$ cat src/rtl/lccp_pkg.sv
// Shared types, constants and helpers for the coefficient compress/pack block.
`timescale 1ns / 1ps

package lccp_pkg;

  localparam int MODULUS     = 3329;
  localparam int HALF_MOD    = MODULUS / 2;
  // floor(2^32 / MODULUS): quotient estimate is exact or one low
  localparam int RECIP       = 1290167;
  localparam int RECIP_SHIFT = 32;

  localparam int NUM_LANES = 8;
  localparam int COEFF_W   = 13;
  localparam int RED_W     = 12;   // reduced coefficient, 0..3328
  localparam int NUM_W     = 23;   // x * 2^11 + HALF_MOD
  localparam int PROD_W    = 44;   // NUM_W + 21-bit reciprocal
  localparam int QUO_W     = 12;   // quotient, up to 2^11
  localparam int CODE_W    = 11;
  localparam int PACK_W    = 88;
  localparam int SEL_W     = 3;
  localparam int DEPTH_W   = 4;

  typedef enum logic [SEL_W-1:0] {
    DEPTH_1  = 3'd0,
    DEPTH_4  = 3'd1,
    DEPTH_5  = 3'd2,
    DEPTH_10 = 3'd3,
    DEPTH_11 = 3'd4
  } depth_sel_e;

  typedef logic [CODE_W-1:0] code_t;

  typedef struct packed {
    logic             valid;
    logic [SEL_W-1:0] sel;
  } ctrl_t;

  // Map selector to bit depth; undefined codes saturate to 11.
  function automatic logic [DEPTH_W-1:0] depth_bits(logic [SEL_W-1:0] sel);
    logic [DEPTH_W-1:0] d;
    unique case (sel)
      DEPTH_1:  d = 4'd1;
      DEPTH_4:  d = 4'd4;
      DEPTH_5:  d = 4'd5;
      DEPTH_10: d = 4'd10;
      default:  d = 4'd11;
    endcase
    return d;
  endfunction

endpackage

$ cat src/rtl/lccp_lane.sv
// One compression lane: reduce mod q, scale, round-divide by q over two stages.
`timescale 1ns / 1ps

module lccp_lane
  import lccp_pkg::*;
(
  input  logic                      clk_i,
  input  logic signed [COEFF_W-1:0] coeff_i,
  input  logic [DEPTH_W-1:0]        depth_i,
  output code_t                     code_o
);

  localparam logic signed [13:0] MOD_S    = 14'sd3329;
  localparam logic signed [13:0] NEG_LIM  = -14'sd3329;

  logic signed [13:0] v_ext;
  logic signed [13:0] red;
  logic [RED_W-1:0]   x;
  logic [NUM_W-1:0]   num;
  logic [PROD_W-1:0]  prod;

  logic [NUM_W-1:0]   num_d, num_q;
  logic [QUO_W-1:0]   qest_d, qest_q;

  logic [NUM_W:0]     rem;
  logic [QUO_W-1:0]   quo;
  code_t              code_d, code_q;

  // Reduce to the standard representative in [0, q)
  always_comb begin
    v_ext = 14'(coeff_i);
    if (v_ext < NEG_LIM) begin
      red = v_ext + MOD_S + MOD_S;
    end else if (v_ext < 14'sd0) begin
      red = v_ext + MOD_S;
    end else if (v_ext >= MOD_S) begin
      red = v_ext - MOD_S;
    end else begin
      red = v_ext;
    end
    x = red[RED_W-1:0];
  end

  // Scale, add half modulus, estimate quotient by reciprocal
  always_comb begin
    num    = (NUM_W'(x) << depth_i) + NUM_W'(HALF_MOD);
    prod   = PROD_W'(num) * PROD_W'(RECIP);
    num_d  = num;
    qest_d = prod[RECIP_SHIFT +: QUO_W];
  end

  always_ff @(posedge clk_i) begin
    num_q  <= num_d;
    qest_q <= qest_d;
  end

  // Correct estimate by one where the remainder reaches q
  always_comb begin
    rem    = (NUM_W+1)'(num_q) - (NUM_W+1)'((NUM_W+1)'(qest_q) * (NUM_W+1)'(MODULUS));
    quo    = (rem >= (NUM_W+1)'(MODULUS)) ? qest_q + QUO_W'(1) : qest_q;
    code_d = quo[CODE_W-1:0];
  end

  always_ff @(posedge clk_i) begin
    code_q <= code_d;
  end

  assign code_o = code_q;

endmodule

$ cat config.mk
export PLATFORM = sky130hd
export DESIGN_NAME = lccp_lane
export DESIGN_NICKNAME = d
export VERILOG_FILES = /design/src/rtl/lccp_pkg.sv /design/src/rtl/lccp_lane.sv
export SDC_FILE = /design/constraint.sdc
export NUM_CORES = 1
export LEC_CHECK = 0
export ABC_CLOCK_PERIOD_IN_PS = 13400
export BUFFER_PORTS_ARGS = -buffer_cell sky130_fd_sc_hd__buf_2
export CAP_MARGIN = 20
export CORE_ASPECT_RATIO = 0.9
export CORE_MARGIN = 2
export CORE_UTILIZATION = 57
export CTS_CLUSTER_DIAMETER = 120
export DETAILED_ROUTE_END_ITERATION = 6
export PLACE_DENSITY = 0.73
export SETUP_SLACK_MARGIN = 0.02
export SLEW_MARGIN = 5
export SYNTH_ARGS = -nofsm -noshare
export SYNTH_HDL_FRONTEND = slang
export SYNTH_SLANG_ARGS = --single-unit
$ cat constraint.sdc
create_clock -name clk_i -period 13.4 [get_ports clk_i]
set_clock_uncertainty 0.15 [all_clocks]
set_input_delay 0.67 -clock clk_i [delete_from_list [all_inputs] [get_ports clk_i]]
set_output_delay 0.67 -clock clk_i [all_outputs]
set_load 0.05 [all_outputs]
# Word-level counts from Yosys, hierarchy flattened
# Cells that the tools add are included.
dict set report word_totals {
  ff_bits 46
  input_bits 18
  output_inout_bits 11
}
dict set report classes {
  addsub 6
  n_mul 2
  n_lt_le_gt_ge 4
  n_shift 1
  mux 4
}
# operator n
set op_table {}
lappend op_table {{multiplier 23 x 21 -> 44 bit (second input constant)} 1}
lappend op_table {{2-to-1 mux 12 bit} 3}
lappend op_table {{adder 12 x 11 -> 12 bit (second input constant)} 2}
lappend op_table {{greater-or-equal comparator 24 x 12 -> 1 bit (second input constant)} 1}
lappend op_table {{multiplier 12 x 12 -> 24 bit (second input constant)} 1}
lappend op_table {{subtractor 23 x 24 -> 24 bit} 1}
lappend op_table {{adder 23 x 11 -> 23 bit (second input constant)} 1}
lappend op_table {{<< shifter 12 x 4 -> 23 bit} 1}
lappend op_table {{greater-or-equal comparator 13 bit (second input constant)} 1}
lappend op_table {{< comparator 13 x 1 -> 1 bit (second input constant)} 1}
lappend op_table {{< comparator 13 bit (second input constant)} 1}
lappend op_table {{subtractor 12 x 11 -> 12 bit (second input constant)} 1}
lappend op_table {{adder 11 x 1 -> 11 bit (second input constant)} 1}
lappend op_table {{2-to-1 mux 11 bit} 1}

# Longest topological paths before layout
dict set report depth {
  word_depth 7
  ltp_mapped 42
  ltp_nobuf 40
}

# Worst setup path before layout
# OpenSTA, ideal clock, no wires.
dict set report synth_path {
  path_kind {input-to-reg}
  from {input coeff_i[0]}
  to {register qest_q[11]}
  setup_time_ns 0.121
  t_arrival_ns 10.563
  slack_ns 2.566
  stages 36
  cell_sequence {clkbuf_1 -> inv_1 -> ha_1 -> nand2b_1 -> or3_1 -> a211oi_1 -> mux2_2 -> or2_2 -> mux4_2 -> mux4_2 -> a2111oi_4 -> and2_1 -> buf_6 -> xor2_1 -> fa_1 -> inv_1 -> fa_1 -> fa_1 -> inv_1 -> fa_1 -> inv_1 -> fa_1 -> fa_1 -> inv_1 -> fa_1 -> inv_1 -> ha_1 -> nand4_1 -> or2_2 -> o311ai_0 -> a2111oi_0 -> nor3_1 -> o21ai_0 -> o2111ai_1 -> a21oi_1 -> xnor2_1}
}
dict set report synth_via {
  elab_chain_len 7
  word_cells_on_any_way 12
}
# element line_no
set synth_lines {}
lappend synth_lines {{from (decl)} lccp_lane.sv:8} ;# input logic signed [COEFF_W-1:0] coeff_i,
lappend synth_lines {{branches (longest 3 deep; another with adder 12 x 11 -> 12 bit)} -}
lappend synth_lines {{2-to-1 mux 12 bit (*)} lccp_lane.sv:32} ;# if (v_ext < NEG_LIM) begin
lappend synth_lines {{<< shifter 12 x 4 -> 23 bit (*)} lccp_lane.sv:46} ;# num = (NUM_W'(x) << depth_i) + NUM_W'(HALF_MOD);
lappend synth_lines {{adder 23 x 11 -> 23 bit (*)} lccp_lane.sv:46}
lappend synth_lines {{multiplier 23 x 21 -> 44 bit (*)} lccp_lane.sv:47} ;# prod = PROD_W'(num) * PROD_W'(RECIP);
lappend synth_lines {{net prod[43]} lccp_lane.sv:20} ;# logic [PROD_W-1:0] prod;
lappend synth_lines {{to (signal assigned)} lccp_lane.sv:54} ;# qest_q <= qest_d;
lappend synth_lines {{to (decl)} lccp_lane.sv:23} ;# logic [QUO_W-1:0] qest_d, qest_q;
# Mark *: on every way through the listed nets, which the timed path passes.

# Worst setup path in the final report
dict set report layout_path {
  from {input coeff_i[2]}
  to {register qest_q[11]}
}
dict set report layout_via {
  elab_chain_len 7
  word_cells_on_any_way 12
}
# element line_no
set layout_lines {}
lappend layout_lines {{branches (longest 3 deep; another with adder 12 x 11 -> 12 bit)} -}
lappend layout_lines {{2-to-1 mux 12 bit (*)} lccp_lane.sv:32}
lappend layout_lines {{<< shifter 12 x 4 -> 23 bit (*)} lccp_lane.sv:46}
lappend layout_lines {{adder 23 x 11 -> 23 bit (*)} lccp_lane.sv:46}
lappend layout_lines {{net num[18]} lccp_lane.sv:19} ;# logic [NUM_W-1:0] num;
lappend layout_lines {{multiplier 23 x 21 -> 44 bit (*)} lccp_lane.sv:47}
lappend layout_lines {{net prod[43]} lccp_lane.sv:20}
# Marked as above.

==> metrics.md <==
| Metric | Value |
|---|---|
| Final setup slack of the worst path | `1.47 ns` |
| Worst hold path depth | `1` |
| Share of the yosys chip area belonging to registers | `under 10%` |
| Detailed placement HPWL | `32300 um` |
| Vias per cell | `~5.7` |
| Count of warnings emitted by yosys | `0` |
| Adder-Cell Fraction of Synth Area | `around 57%` |
| Main combinational cell family by area after synthesis | `adder cells` |
| TritonRoute pass-1 iters | `5` |
| Actual slew at the worst max-slew pin | `around 1.0 ns` |
| Number of cell instances on the worst register-to-register path | `17` |
| Clock transition time at the flip-flop clock pins of the worst setup and hold paths | `roughly 0.070 ns` |
| Timing-limited maximum frequency | `~84 MHz` |
| Count of buffer and inverter cells on the critical path | `6` |
| Compound-gate portion of the synthesized area | `a little over a tenth` |
| Main synth FF type | `sky130_fd_sc_hd__dfxtp_1` |
| Largest cells by area after synthesis | `sky130_fd_sc_hd__fa_1, sky130_fd_sc_hd__ha_1, sky130_fd_sc_hd__inv_1` |
| Startpoint of the lowest-slack hold path | `qest_q[6]` |
| Initial standard-cell utilization of the core | `slightly below 60%` |
| Residual overflow from global routing | `0` |
| Layout Area Growth over Synthesis | `4.65%` |
| Clock tree root driver cell | `sky130_fd_sc_hd__clkbuf_16` |
| Clock buffer count from CTS | `5` |
| Dominant cell by count in the synthesized netlist | `sky130_fd_sc_hd__inv_1` |
| Delay-heaviest family, CP | `adder cells` |
| Setup_tns | `0 ns` |
| Clk Latency, worst-skew pair | `a little under 0.3 ns` |
| Number of fill cells in the layout | `between 2000 and 2500` |
| Fraction of final layout cells with drive strength greater than 1 | `approximately 4.5%` |
| Count of final max-slew check failures | `0` |
| Area of the placeable core | `25900 um^2` |
| Commonest cells in the synthesized netlist | `sky130_fd_sc_hd__inv_1, sky130_fd_sc_hd__ha_1, sky130_fd_sc_hd__fa_1, sky130_fd_sc_hd__nand2_1, sky130_fd_sc_hd__dfxtp_1` |
| Buffer levels on the longest clock path | `2` |
| CP arrival | `around 12 ns` |
| Fin area | `approximately 16000 um^2` |
| Top cell type's share of synthesized area | `between 30% and 40%` |
| Standard cell area after detailed placement | `between 15000 and 20000 um^2` |
| Num Clock Sinks | `between 40 and 50` |
| Slew Limit Headroom | `between 30% and 40%` |
| Area taken by flip-flops and latches | `921 um^2` |
| Number of antenna-violating nets in the routed design | `0` |
| Post-layout instance count excluding filler cells | `1957` |
| Highest-delay cell along the critical path | `sky130_fd_sc_hd__xnor2_1` |
| End point of the most critical hold path | `code_o[6]` |
| Number of inserted diodes | `0` |
| Via count of the first global-routing pass | `~12000` |
| Count of nets after finishing | `around 2200` |
| Mean instance size in the synthesized netlist | `~9.4 um^2` |
| Startpoint class of the critical path | `input port` |
| Die Ht | `approximately 160 um` |
| Number of flops mapped to enable cells by yosys | `0` |
| Post-synthesis register bit count | `46` |
| Req. time, crit path | `13.43 ns` |
| Final period demand of the worst path | `approximately 12 ns` |
| TritonCTS clock tree | `yes` |
| Die extent in x | `between 150 and 200 um` |
| Overall fraction of global-route tracks in use | `approximately 28%` |
| Number of remaining DRC errors | `0` |
| Last weighted congestion value of the routability-driven placer | `between 1 and 1.5` |
| Count of pins on the block boundary | `29` |
| Cell type with the largest total area after synthesis | `sky130_fd_sc_hd__fa_1` |
| DRC marker count from the first detailed-route iteration | `roughly 800` |
| Number of max-capacitance violations reported | `0` |
| Overall die area | `around 28000 um^2` |
| Multiplexer fraction of the synthesized cell area | `under 10%` |
| Final wirelength | `37100 um` |
| Total standard cell area after synthesis | `around 15000 um^2` |
| Cell row count | `56` |
| Area taken by multi-input logic gates | `~12000 um^2` |
| Antenna violations before repair | `0` |
| Total number of H-tree levels | `2` |
| Buffers inserted during post-CTS setup optimization | `0` |
| Final worst path period share | `about nine tenths` |
| Placed insts | `between 1500 and 2000` |
| Setup slack on the worst flop-to-flop path | `7.40 ns` |
| Hold bufs inserted after CTS | `0` |
| Final setup violating endpoints | `0` |
| Synth Net Count | `~2200` |
| Slowest stage delay, CP | `roughly 0.74 ns` |
| Share of flip-flops with an asynchronous set or reset | `0%` |
| Largest net degree at the start of global routing | `24` |
| Number of vias in the routed layout | `approximately 11000` |
| Final hold violations | `0` |
| WL/cell | `approximately 19 um` |
| Status | `finished, final reports clean` |
| Post-Synth Simple-Gate Area | `approximately a tenth` |
| Worst r2r src | `num_q[3]` |
| Unrepaired setup endpoints after global routing | `no` |
| Gate Count Post-Synth | `1592` |
| Count of distinct cell types in the synthesized netlist | `between 70 and 80` |
| Area share of xor/xnor cells in the synthesized design | `under 10%` |
| Kind of end point of the critical path | `flop` |
| Worst setup timing slack at the placement stage | `roughly 1.2 ns` |
| First-pass GRT wire length | `61300 um` |
| CP max FO | `13` |
| Critical path start-end classification | `in2reg` |
| Port Buffer Count | `28` |
| Post-cts gate resize count | `0` |
| Most Frequent Cell on Critical Path | `sky130_fd_sc_hd__fa_1` |
| Worst hold-check path type | `reg2reg` |
| Reg2reg end | `code_o[1]` |
-- per-layer routing --
metal	global-route usage, %	vias up	wire [um]
met5	0	-	0
met4	6.75	0	790
met3	4.56	56	2540
met2	49.4	345	17700
met1	37.1	5484	16100
li1	-	5283	-
-- final cells by class --
cell class                      count  share of cell area (%)
Clock buffer                        6                   0.823
Clock inverter                      2                   0.240
Inverter                          402                    9.63
Multi-Input combinational cell   1114                    79.2
Sequential cell                    46                    5.88
Tap cell                          348                    2.78
Timing Repair Buffer               39                    1.45
-- logic make-up after synthesis --
kind of cell             Yosys count
adder cells (fa/ha/maj)          540
flip-flops                        46
buffers and inverters            432
multiplexers                      15
AO/OA/AOI/OAI                    224
AND/OR/NAND/NOR                  264
XOR/XNOR                          71
-- through the flow --
step                hold slack (ns)  util (%)
global placement              0.461      59.7
global route                  0.491      60.4
finish                        0.470      60.4
detailed placement            0.466      59.7
CTS                           0.482      60.4
floorplan                     0.367         -
-- flip-flops by register name (all words and copies together), names as in the netlist --
| name | count |
|---|---|
| code_o | 11 |
| num_q | 23 |
| qest_q | 12 |
-- worst register-to-register path, cell delays in order (launching register included) --
cell,delay [ns]
sky130_fd_sc_hd__dfxtp_1,0.36
sky130_fd_sc_hd__inv_1,0.15
sky130_fd_sc_hd__fa_1,0.44
sky130_fd_sc_hd__fa_1,0.51
sky130_fd_sc_hd__ha_1,0.14
sky130_fd_sc_hd__inv_1,0.05
sky130_fd_sc_hd__fa_1,0.45
sky130_fd_sc_hd__ha_1,0.36
sky130_fd_sc_hd__a21oi_1,0.24
sky130_fd_sc_hd__a21oi_1,0.11
sky130_fd_sc_hd__or3_1,0.35
sky130_fd_sc_hd__a2111oi_0,0.52
sky130_fd_sc_hd__o211ai_1,0.21
sky130_fd_sc_hd__a311oi_1,0.40
sky130_fd_sc_hd__o2111ai_1,0.20
sky130_fd_sc_hd__nor4b_1,0.29
sky130_fd_sc_hd__and4b_1,0.53
sky130_fd_sc_hd__mux2_2,0.40
-- cell usage in the layout (no fill, tap or decap), types with 5 or more instances in the layout --
| cell | netlist | layout |
|---|---|---|
| sky130_fd_sc_hd__inv_1 | 402 | 402 |
| sky130_fd_sc_hd__nand3b_1 | 6 | 6 |
| sky130_fd_sc_hd__a211oi_1 | 19 | 19 |
| sky130_fd_sc_hd__nor2_1 | 39 | 39 |
| sky130_fd_sc_hd__nor3_1 | 31 | 30 |
| sky130_fd_sc_hd__nand2b_1 | 5 | 5 |
| sky130_fd_sc_hd__clkbuf_16 | 0 | 5 |
| sky130_fd_sc_hd__o221ai_1 | 5 | 5 |
| sky130_fd_sc_hd__buf_4 | 0 | 10 |
| sky130_fd_sc_hd__fa_1 | 244 | 244 |
| sky130_fd_sc_hd__nor2b_1 | 7 | 7 |
| sky130_fd_sc_hd__a2111oi_0 | 5 | 5 |
| sky130_fd_sc_hd__and2_1 | 10 | 10 |
| sky130_fd_sc_hd__a21oi_1 | 42 | 42 |
| sky130_fd_sc_hd__nand3_1 | 28 | 28 |
| sky130_fd_sc_hd__ha_1 | 296 | 296 |
| sky130_fd_sc_hd__o2111ai_1 | 5 | 5 |
| sky130_fd_sc_hd__nor4_1 | 13 | 13 |
| sky130_fd_sc_hd__nand4_1 | 17 | 17 |
| sky130_fd_sc_hd__xnor2_1 | 36 | 36 |
| sky130_fd_sc_hd__or2_2 | 8 | 8 |
| sky130_fd_sc_hd__o21a_1 | 7 | 7 |
| sky130_fd_sc_hd__buf_2 | 2 | 28 |
| sky130_fd_sc_hd__and3_1 | 11 | 11 |
| sky130_fd_sc_hd__nor3b_1 | 8 | 8 |
| sky130_fd_sc_hd__or3_1 | 12 | 12 |
| sky130_fd_sc_hd__xor2_1 | 35 | 35 |
| sky130_fd_sc_hd__a21o_1 | 19 | 19 |
| sky130_fd_sc_hd__a31oi_1 | 13 | 13 |
| sky130_fd_sc_hd__o21ai_0 | 37 | 37 |
| sky130_fd_sc_hd__o211ai_1 | 21 | 21 |
| sky130_fd_sc_hd__mux2i_1 | 9 | 9 |
| sky130_fd_sc_hd__nand2_1 | 49 | 49 |
| sky130_fd_sc_hd__dfxtp_1 | 46 | 46 |
-- worst max path at each step --
stage / endpoint / depth (start not counted) / slack, ns / startpoint
global placement: qest_q[11] / 35 / 1.15 / coeff_i[2]
global route: qest_q[11] / 35 / 0.59 / coeff_i[2]
CTS: qest_q[11] / 35 / 1.46 / coeff_i[2]
finish: qest_q[11] / 35 / 1.47 / coeff_i[2]
detailed placement: qest_q[11] / 35 / 1.19 / coeff_i[2]
floorplan: qest_q[11] / 36 / 2.57 / coeff_i[0]
Power is left out: the tool's default activity adds up to more than one toggle a clock period on the data nets, which glitch-free logic cannot reach.
