<file path="src/rtl/lccp_pkg.sv">
// Shared types, constants and helpers for the coefficient compress/pack block.
`timescale 1ns / 1ps

package lccp_pkg;

  localparam int MODULUS     = 3329;
  localparam int HALF_MOD    = MODULUS / 2;
  // floor(2^32 / MODULUS): quotient estimate is exact or one low
  localparam int RECIP       = 1290167;
  localparam int RECIP_SHIFT = 32;

  localparam int NUM_LANES = 8;
  localparam int COEFF_W   = 13;
  localparam int RED_W     = 12;   // reduced coefficient, 0..3328
  localparam int NUM_W     = 23;   // x * 2^11 + HALF_MOD
  localparam int PROD_W    = 44;   // NUM_W + 21-bit reciprocal
  localparam int QUO_W     = 12;   // quotient, up to 2^11
  localparam int CODE_W    = 11;
  localparam int PACK_W    = 88;
  localparam int SEL_W     = 3;
  localparam int DEPTH_W   = 4;

  typedef enum logic [SEL_W-1:0] {
    DEPTH_1  = 3'd0,
    DEPTH_4  = 3'd1,
    DEPTH_5  = 3'd2,
    DEPTH_10 = 3'd3,
    DEPTH_11 = 3'd4
  } depth_sel_e;

  typedef logic [CODE_W-1:0] code_t;

  typedef struct packed {
    logic             valid;
    logic [SEL_W-1:0] sel;
  } ctrl_t;

  // Map selector to bit depth; undefined codes saturate to 11.
  function automatic logic [DEPTH_W-1:0] depth_bits(logic [SEL_W-1:0] sel);
    logic [DEPTH_W-1:0] d;
    unique case (sel)
      DEPTH_1:  d = 4'd1;
      DEPTH_4:  d = 4'd4;
      DEPTH_5:  d = 4'd5;
      DEPTH_10: d = 4'd10;
      default:  d = 4'd11;
    endcase
    return d;
  endfunction

endpackage

</file>
<file path="src/rtl/lccp_pack.sv">
// Merge stage: pack eight lane codes little-endian at the selected depth.
`timescale 1ns / 1ps

module lccp_pack
  import lccp_pkg::*;
(
  input  logic                clk_i,
  input  logic                rst_ni,
  input  ctrl_t               ctrl_i,
  input  code_t               codes_i [NUM_LANES],
  output logic                done_o,
  output logic [PACK_W-1:0]   packed_o,
  output logic [DEPTH_W-1:0]  byte_count_o
);

  logic [PACK_W-1:0]  packed_d, packed_q;
  logic [DEPTH_W-1:0] count_d, count_q;
  logic               done_q;

  // Place each code at lane * depth; unused top bits stay zero
  always_comb begin
    packed_d = '0;
    unique case (ctrl_i.sel)
      DEPTH_1: begin
        for (int j = 0; j < NUM_LANES; j++) packed_d[j*1 +: 1] = codes_i[j][0:0];
      end
      DEPTH_4: begin
        for (int j = 0; j < NUM_LANES; j++) packed_d[j*4 +: 4] = codes_i[j][3:0];
      end
      DEPTH_5: begin
        for (int j = 0; j < NUM_LANES; j++) packed_d[j*5 +: 5] = codes_i[j][4:0];
      end
      DEPTH_10: begin
        for (int j = 0; j < NUM_LANES; j++) packed_d[j*10 +: 10] = codes_i[j][9:0];
      end
      default: begin
        for (int j = 0; j < NUM_LANES; j++) packed_d[j*11 +: 11] = codes_i[j][10:0];
      end
    endcase
    count_d = depth_bits(ctrl_i.sel);
  end

  // Register result payload in the same cycle as its strobe
  always_ff @(posedge clk_i) begin
    packed_q <= packed_d;
    count_q  <= count_d;
  end

  always_ff @(posedge clk_i or negedge rst_ni) begin
    if (!rst_ni) begin
      done_q <= 1'b0;
    end else begin
      done_q <= ctrl_i.valid;
    end
  end

  assign done_o       = done_q;
  assign packed_o     = packed_q;
  assign byte_count_o = count_q;

endmodule

</file>
<file path="config.mk">
export PLATFORM = sky130hd
export DESIGN_NAME = lccp_pack
export DESIGN_NICKNAME = d
export VERILOG_FILES = /design/src/rtl/lccp_pkg.sv /design/src/rtl/lccp_pack.sv
export SDC_FILE = /design/constraint.sdc
export NUM_CORES = 1
export LEC_CHECK = 0
export BUFFER_PORTS_ARGS = -buffer_cell sky130_fd_sc_hd__buf_2
export CAP_MARGIN = 10
export CORE_ASPECT_RATIO = 0.5
export CORE_MARGIN = 2
export CORE_UTILIZATION = 40
export DETAILED_ROUTE_END_ITERATION = 16
export PLACE_DENSITY = 0.76
export SYNTH_ARGS = -nofsm -noshare
export SYNTH_HDL_FRONTEND = slang
export SYNTH_SLANG_ARGS = --single-unit
</file>
<file path="constraint.sdc">
create_clock -name clk_i -period 0.8 [get_ports clk_i]
set_clock_uncertainty 0.15 [all_clocks]
set_input_delay 0.08 -clock clk_i [delete_from_list [all_inputs] [get_ports clk_i]]
set_output_delay 0.08 -clock clk_i [all_outputs]
set_load 0.02 [all_outputs]
</file>
# Word level (Yosys, flattened, before mapping)
# Index checks and enable logic that the tools add are counted.
[classes] eq_ne=3 muxes=5 n_reduce_logical=4
[op_table] cell="$pmux W24 S4" n=1
[op_table] cell="$pmux W40 S2" n=1
[op_table] cell="$pmux W8 S3" n=2
[op_table] cell="$pmux W4 S4" n=1
[op_table] cell="$eq A3 B2 Y1 const B" n=2
[op_table] cell="$reduce_or A4 Y1" n=1
[op_table] cell="$eq A3 B1 Y1 const B" n=1
[op_table] cell="$logic_not A3 Y1" n=1
[op_table] cell="$reduce_or A3 Y1" n=1
[op_table] cell="$reduce_or A2 Y1" n=1
[totals] register_bits=93 in_bits=94 out_inout_bits=93

# Depth between registers and ports, before layout
# Gate-level depths: netlist of run 1.
[logic_depth] ltp_word=3 depth_mapped=5 depth_no_buf=3

# Worst setup path after synthesis of run 1
# Ideal clock, no wire load.
[synth_timing] kind="input port to flip-flop" start="input ctrl_i[0] (netlist bit)" end="register packed_q[1] (netlist: packed_o[1])" setup_ps=121 t_arrival_ps=909 required_ps=529 slack_ps=-380 cell_stages=3 path_buffers=1 cell_sequence="buf_2 -> nor3_1 -> mux2_2"
[synth_via] elab_chain_len=2 elab_cells_between_ends=4 cone_classes="2 x eq/ne; 1 x mux; 1 x reduce/logical"
[synth_rtl] item="start, declared" line="lccp_pack.sv:9" source="input ctrl_t ctrl_i,"
[synth_rtl] item="$eq A3 B2 Y1 (tied with other cells)" line="lccp_pack.sv:23" source="unique case (ctrl_i.sel)"
[synth_rtl] item="$pmux W8 S3 (*)" line="lccp_pack.sv:23"
[synth_rtl] item="net packed_d[1]" line="lccp_pack.sv:16" source="logic [PACK_W-1:0] packed_d, packed_q;"
[synth_rtl] item="end signal, assigned" line="lccp_pack.sv:45" source="packed_q <= packed_d;"
[synth_rtl] item="end, declared" line="lccp_pack.sv:16"
# The timed path passes the listed nets; every way through them passes the cells marked *.
# A chain may end at the register's enable or synchronous reset.

# Final worst setup path of run 1
[layout_timing] start="register done_q (netlist: done_o)" end="output done_o"
[layout_lines] item="start, declared" line="lccp_pack.sv:18" source="logic done_q;"
[layout_lines] item="start signal, assigned" line="lccp_pack.sv:53" source="done_q <= ctrl_i.valid;"
[layout_lines] item="end, declared" line="lccp_pack.sv:11" source="output logic done_o,"
# No word-level cell between the ends.

==> summary by stage, run 1 <==
Global route
The number of antenna violations at the first check in global routing is 0. The number of global-route vias before repair is 3895. The wire length of the first global-routing pass is 21.4 mm. For this run the aggregate overflow at the end of global routing stands at 0. The maximum number of pins on one net before global-route repair is 41. The global routing usage summed across all routing layers is 0.297.

Placement
Detailed placement finished with a half-perimeter wire length of 8.49 mm. The quantity of I/O buffers inserted on ports is 186. In this run, placement finished with an instance count of 657.

The placer congestion estimate is 0.807. The cell area reported after detailed placement is 0.00514 mm².

Layout
The final instance count without filler cells is 707. The leading cell type in the layout, fill and taps excluded is buf_6. Compared with the post-synthesis result, the final layout area differs by 98.0%. The post-layout utilization of the core is 0.804. The finished cells cover 0.00691 mm².

The filler cells instantiated in the layout total 433. The number of nets in the final layout is 679. 0 antenna diodes ended up in the layout. Leaving out fill and tap cells, the most frequent cells in the layout are buf_6, dfxtp_2, buf_2.

The fraction of final layout cells sized beyond drive strength 1 is 0.731.

Critical path
For the worst setup path, the data required time is 0.57 ns. For the worst setup path, the data arrival time is 0.88 ns. For this design, the slowest cell found on the critical path is dfrtp_1.

The delay of the slowest critical-path stage is 0.40 ns. The nature of the critical path endpoint is an output port. The number of buffer and inverter instances along the worst setup path is 1. In this run the worst path has a maximum fanout of 1. The kind of cell with the highest combined delay along the critical path is flip-flops. STA classifies the critical path startpoint as a flop. The setup path with the least slack is of type reg2out. The signal on the critical path passes through buf_6.

Timing
Once routing completed, OpenROAD measured the worst setup slack at -0.313 ns. In the finished design, the share of the clock period the worst path needs comes to 1.39. The final count of negative-setup-slack endpoints is 161. The relative slew slack is 0.804. The shortest period the worst path allows is 1.11 ns. The setup total negative slack is -27.14 ns. The worst-margin pin slew is 0.295 ns. Setup repair after global routing could not meet its margin everywhere. The tightest hold path in the finished design has a slack of -0.207 ns.

The max-slew violation count is 0. The number of endpoints with negative hold slack in the final report is 75. For this run, the top clock speed supported by timing is 898 MHz.

Power
In this run the power density over the cells is 1910 mW/mm². The overall power after layout is 13.2 mW. IR analysis of the VDD net gives a maximum drop of 1620 µV. The leakage power is 3.28 nW.

Die
The total area inside the core boundary comes to 0.00859 mm². The floorplan step set the die height to 70.0 µm. The number of ports placed on the die boundary is 187. The total die area is 0.00953 mm². The floorplan has 24 rows. The starting density of the core is 0.406. The horizontal extent of the die is 136 µm.

Routing
The initial DRC count is 430. The ratio of routed vias to standard cells is 5.84. In the final routed layout, each cell accounts on average for 24.8 µm.

The via count is 4127. The post-route DRC violation count is 0. The count of nets left with antenna violations once routing finished came out at 0. The count of TritonRoute iterations in the first routing pass is 5. The final wirelength is 17.6 mm.

Logic synthesis
The synthesized area is 0.00349 mm². Of the synthesized area, sequential elements account for 0.530. The number of warning messages in the yosys log is 0. The synthesized netlist contains 29 unique library cells. The post-synthesis area per instance is 10.9 µm². The number of nets in the synthesized netlist is 414. The total of flip-flops plus latches after synthesis is 92.

Synthesis produced a netlist whose cell count is 320.

CTS
The number of clock buffers added by TritonCTS is 9. The clock input transition at the sequential cells of the worst setup and hold paths is 0.06 ns. The clock sink count is 92. The H-tree depth reported by CTS is 3. Counting along the longest clock path gives a buffer depth of 2.

The tree is rooted in a clkbuf_16. The hold buffer count at CTS is 15. TritonCTS built the clock tree.

Flow run
Max-cap violations in this run came to 0.

Run status
The flow ran to the end, but the final reports show violations. The final reports fail on negative hold slack, negative setup slack.

Worst hold path
The worst hold path was traced through 2 stages. The startpoint of the most critical hold path is codes_i[87]. The class of the worst hold path is in2reg. The endpoint with the worst hold slack is packed_o[10]$_DFF_P_.
how the worst max path moves through the flow:
stage / slack, ns / from / cells past startpoint / to
finish: -0.31 / done_o$_DFF_PN0_ / 1 / done_o
global route: -0.32 / done_o$_DFF_PN0_ / 1 / done_o
CTS: -0.28 / done_o$_DFF_PN0_ / 1 / done_o
detailed placement: -0.59 / ctrl_i[1] / 5 / packed_o[24]$_DFF_P_
global placement: -0.54 / ctrl_i[1] / 5 / packed_o[18]$_DFF_P_
floorplan: -0.27 / ctrl_i[1] / 4 / packed_o[9]$_DFF_P_
sequential cells by signal (all words and copies together), names as in the netlist:
name,count
byte_count_o,3
done_o,1
packed_o,88
per-layer routing:
metal	vias to the layer above	global-route usage	part of all wire
met5	-	0	0
met4	0	0.141	0.066
met3	119	0.0639	0.082
met2	351	0.509	0.47
met1	1956	0.357	0.38
li1	1701	-	-
cells in the mapped netlist:
cell type	count	area share
inv_1	18	0.019
a22o_1	42	0.11
a221oi_2	1	0.0043
buf_4	2	0.0043
dfrtp_1	1	0.0072
buf_1	1	0.0011
mux2i_1	17	0.049
buf_6	2	0.0065
o21ai_0	10	0.014
a21o_1	8	0.017
nor2b_2	1	0.0025
o211a_1	1	0.0029
nor2_2	1	0.0018
buf_12	1	0.0057
mux2_2	20	0.065
a22oi_1	4	0.0086
a221oi_1	15	0.038
a221o_1	2	0.0057
and2_1	10	0.018
a211oi_1	7	0.015
xnor2_1	1	0.0025
nor2_1	6	0.0065
nand2b_1	2	0.0036
clkbuf_1	9	0.0097
dfxtp_1	91	0.52
nand2_1	9	0.0097
nor3_1	1	0.0014
buf_2	14	0.020
a21oi_1	23	0.033
through the flow:
stage / setup WS, ns / hold slack (ns)
floorplan: -0.268 / -0.366
global placement: -0.544 / -0.296
detailed placement: -0.595 / -0.295
CTS: -0.276 / -0.209
global route: -0.324 / -0.215
finish: -0.313 / -0.207
power breakdown:
group	leakage, nW	total, mW	internal [mW]	switching, mW
clock network	0.150	4.52	2.62	1.90
logic	2.34	3.47	1.79	1.68
registers	0.788	5.21	5.01	0.193
total	3.28	13.2	9.42	3.78
cell type report:
cell class                      instances  area [µm²]  share of cell area
Clock buffer                           12         256              0.0371
Clock inverter                          4        55.1             0.00797
Inverter                               18        67.6             0.00978
Multi-Input combinational cell        181        1750               0.254
Sequential cell                        92        1960               0.284
Tap cell                              117         146              0.0212
Timing Repair Buffer                  283        2670               0.386
cells by family (layout without fill, tap and decap cells):
kind of cell           Yosys count  after routing  synth area share
buffers and inverters           47            317            0.0667
AND/OR/NAND/NOR                 30             30            0.0434
XOR/XNOR                         1              1           0.00251
multiplexers                    37             37             0.113
flip-flops                      92             92             0.530
AO/OA/AOI/OAI                  113            113             0.244
timing repair:
item                                    CTS  global route
endpoints found under the hold margin    91            77
buffers inserted                          3            10
endpoints found under the setup margin  166           167
cloned                                    2             9
gates resized for setup                 304            34
pin swaps                                13            11
Power figures use the tool's default switching activity.
==> run 2: changes to the inputs <==
Settings changed: ABC_AREA set to 1, CORE_UTILIZATION 40 to 34, PLACE_DENSITY 0.76 to 0.66, RECOVER_POWER set to 50.
==> summary by stage, run 2 <==
Timing
At the pin with the least slew margin, the transition time is 0.395 ns. Setup slack on the critical path of the routed design comes to -0.256 ns. The number of endpoints with negative hold slack in the final report is 78. The max-slew violation count is 0. Hold timing on the final database bottoms out at a slack of -0.177 ns. After routing, the total negative slack on setup checks comes to -19.60 ns.

The relative slew slack is 0.737. Setup repair after global routing could not meet its margin everywhere. The shortest period the worst path allows is 1.06 ns. Setup violations remaining at the end of the flow were counted as 116. Static timing analysis puts the maximum clock frequency at 947 MHz. The final cycle utilization of the critical path is 1.32.

Placement
Routability-driven placement finished with a final weighted congestion of 0.882. The number of placed instances, taps included, is 743. The quantity of I/O buffers inserted on ports is 186. The detailed placer's ending HPWL is 8.99 mm.

CTS
The number of setup buffers added after CTS is 0. The clock sink count is 92. The buffer cell driving the clock tree root is clkbuf_16. CTS built an H-tree with a depth of 3. The clock input transition at the sequential cells of the worst setup and hold paths is 0.07 ns. The CTS tree is built. The clock passes through at most 2 buffers. The number of buffers added by the clock tree synthesis step is 9.

Logic synthesis
The cell count after synthesis is 424. In the post-synthesis netlist, the biggest area contributors are dfxtp_1, nand4_1, nand2_1, o22ai_1, nand3_1. Synthesis inferred 92 register bits.

Of all flip-flops after synthesis, the portion carrying an async set or reset was 0.0109. The number of warning messages in the yosys log is 0. The share of the yosys chip area belonging to registers is 0.526. The synthesized area is 0.00351 mm². The most common flop cell mapped by yosys is dfxtp_1. Of all cell types, the one taking the most synthesized area is dfxtp_1. The number of enable flip-flop cells after synthesis is 0.

The post-synthesis area per instance is 8.28 µm². The most common cell in the netlist is dfxtp_1. The share of synthesized area in the top cell type comes to 0.519.

The number of library cell types mapped by synthesis is 17. Counting every net in the synthesized netlist gives 518. After synthesis, the most frequently instantiated cells are dfxtp_1, nand4_1, nand2_1.

Critical path
The path type of the worst setup path is reg2out. For this run, the slowest stage of the critical path takes 0.37 ns. The slowest stage of the critical path belongs to the cell dfrtp_1.

The number of buffer and inverter instances along the worst setup path is 1. STA classifies the critical path startpoint as a flop. For the worst setup path, the data required time is 0.57 ns. The nature of the critical path endpoint is an output port. The critical path goes through buf_6. The cell family contributing the most delay on the critical path is flip-flops.

The signal arrival time at the worst endpoint is 0.83 ns. The startpoint of the most critical setup path is done_o$_DFF_PN0_. In this run the worst path has a maximum fanout of 1.

Global route
The number of antenna violations at the first check in global routing is 0. The global routing usage summed across all routing layers is 0.228. The number of global-route vias before repair is 3734.

The maximum number of pins on one net before global-route repair is 48. The first global-routing pass estimated 19.4 mm of wire. The final global-route overflow total is 0.

Power
Internal power comes to 9.40 mW. The portion of total power attributed to combinational logic is 0.209. The share of total power dissipated in sequential elements is 0.409. The power per standard cell area is 2090 mW/mm². IR analysis of the VDD net gives a maximum drop of 925 µV.

The clock network power share is 0.382. Of the total power, the share spent switching nets is 0.259. Summed over all nets, the switching power comes to 3.29 mW. The leakage power is 2.88 nW.

Layout
The total inserted antenna cells is 0. The relative area change from synthesis to final layout is 73.0%. Leaving out filler cells and counting taps, the final layout contains 779. The register with the most flip-flops in the layout has 88 of them.

The number of nets in the final layout is 730. The library cell used most frequently in the layout, excluding fill and tap cells, is buf_6. In the layout the commonest cells are buf_6, dfxtp_2, nand4_1, buf_2, nand2_1. Of the cells placed in the final design, the portion with a size suffix greater than 1 is 0.520.

Die
The starting density of the core is 0.347. The total die area is 0.0112 mm². The floorplan has 26 rows. The floorplan step defined a core boundary enclosing 0.0101 mm². The die boundary height is 75.9 µm. The horizontal extent of the die is 148 µm. During I/O placement, the number of pins put on the boundary was 187.

Run status
The flow ran to the end, but the final reports show violations. The final reports fail on negative hold slack, negative setup slack.

Routing
The detail route stage leaves a number of antenna-violating nets equal to 0. The detail-routed net length per standard cell is 17.0 µm. In the routed design, unresolved DRC markers number 0. For this block, the routed nets add up to 13.3 mm of wire. Dividing the detail-routed via count by the number of cells gives 5.03. For this block, the initial DRC count from the detailed router was 267. The via count is 3917. The first TritonRoute pass finished after 5 iterations.

Flow run
Across the run, the number of max-cap violations was 0.

Worst hold path
The class of the worst hold path is in2reg. The startpoint of the most critical hold path is codes_i[2].
-- run 2: final timing paths --
| path | depth (start not counted) | to | slack (ns) |
|---|---|---|---|
| max in group asynchronous | 2 | done_o$_DFF_PN0_ | 0.52 |
| hold / removal | 3 | packed_o[37]$_DFF_P_ | -0.18 |
| setup / recovery | 1 | done_o | -0.26 |
| min in group asynchronous | 2 | done_o$_DFF_PN0_ | -0.10 |
-- run 2: cells by family (layout without fill, tap and decap cells) --
| kind of cell | Yosys count | count (layout) | synth area share |
|---|---|---|---|
| DFF | 92 | 92 | 0.526 |
| and+or+nand+nor | 198 | 198 | 0.284 |
| AOI/OAI and AO/OA | 44 | 44 | 0.0745 |
| buffers and inverters | 90 | 305 | 0.115 |
-- run 2: through the flow --
step / setup slack [ns] / power (mW) / util / area [µm²]
after CTS: -0.274 / 12.7 / 0.605 / 6120
final: -0.256 / 12.7 / 0.600 / 6070
after global placement: -0.348 / 7.19 / 0.470 / 4750
after floorplan: -0.0500 / 6.26 / - / 3570
after detailed placement: -0.381 / 7.20 / 0.470 / 4750
after global routing: -0.284 / 13.2 / 0.600 / 6070
-- run 2: power by group through the flow --
stage / registers (mW) / logic (mW) / clock network, mW
after floorplan: 5.60 / 0.658 / 0
after global placement: 5.13 / 2.06 / 0
after detailed placement: 5.13 / 2.07 / 0
after CTS: 5.19 / 2.62 / 4.93
after global routing: 5.22 / 2.80 / 5.14
final: 5.19 / 2.65 / 4.85
-- run 2: what timing repair did --
action | CTS | global route
hold endpoints to repair | 91 | 78
resized for setup | 276 | 23
hold buffers | 33 | 1
endpoints found under the setup margin | 96 | 132
pin swaps | 0 | 2
gates cloned | 0 | 1
-- run 2: cell type report --
cell class	instances	area, µm²
tap	140	175
clock buffer	10	239
inverter	51	194
sequential	92	1960
multi-input combinational	242	1290
clock inverter	4	98.8
fill	861	4040
timing repair buffer	240	2120
-- run 2: per-layer routing --
layer | vias to the layer above | track usage | share of wire
met4 | 0 | 0.0876 | 0.022
met5 | - | 0 | 0
met2 | 172 | 0.408 | 0.50
met3 | 24 | 0.0551 | 0.064
met1 | 1827 | 0.275 | 0.41
li1 | 1894 | - | -
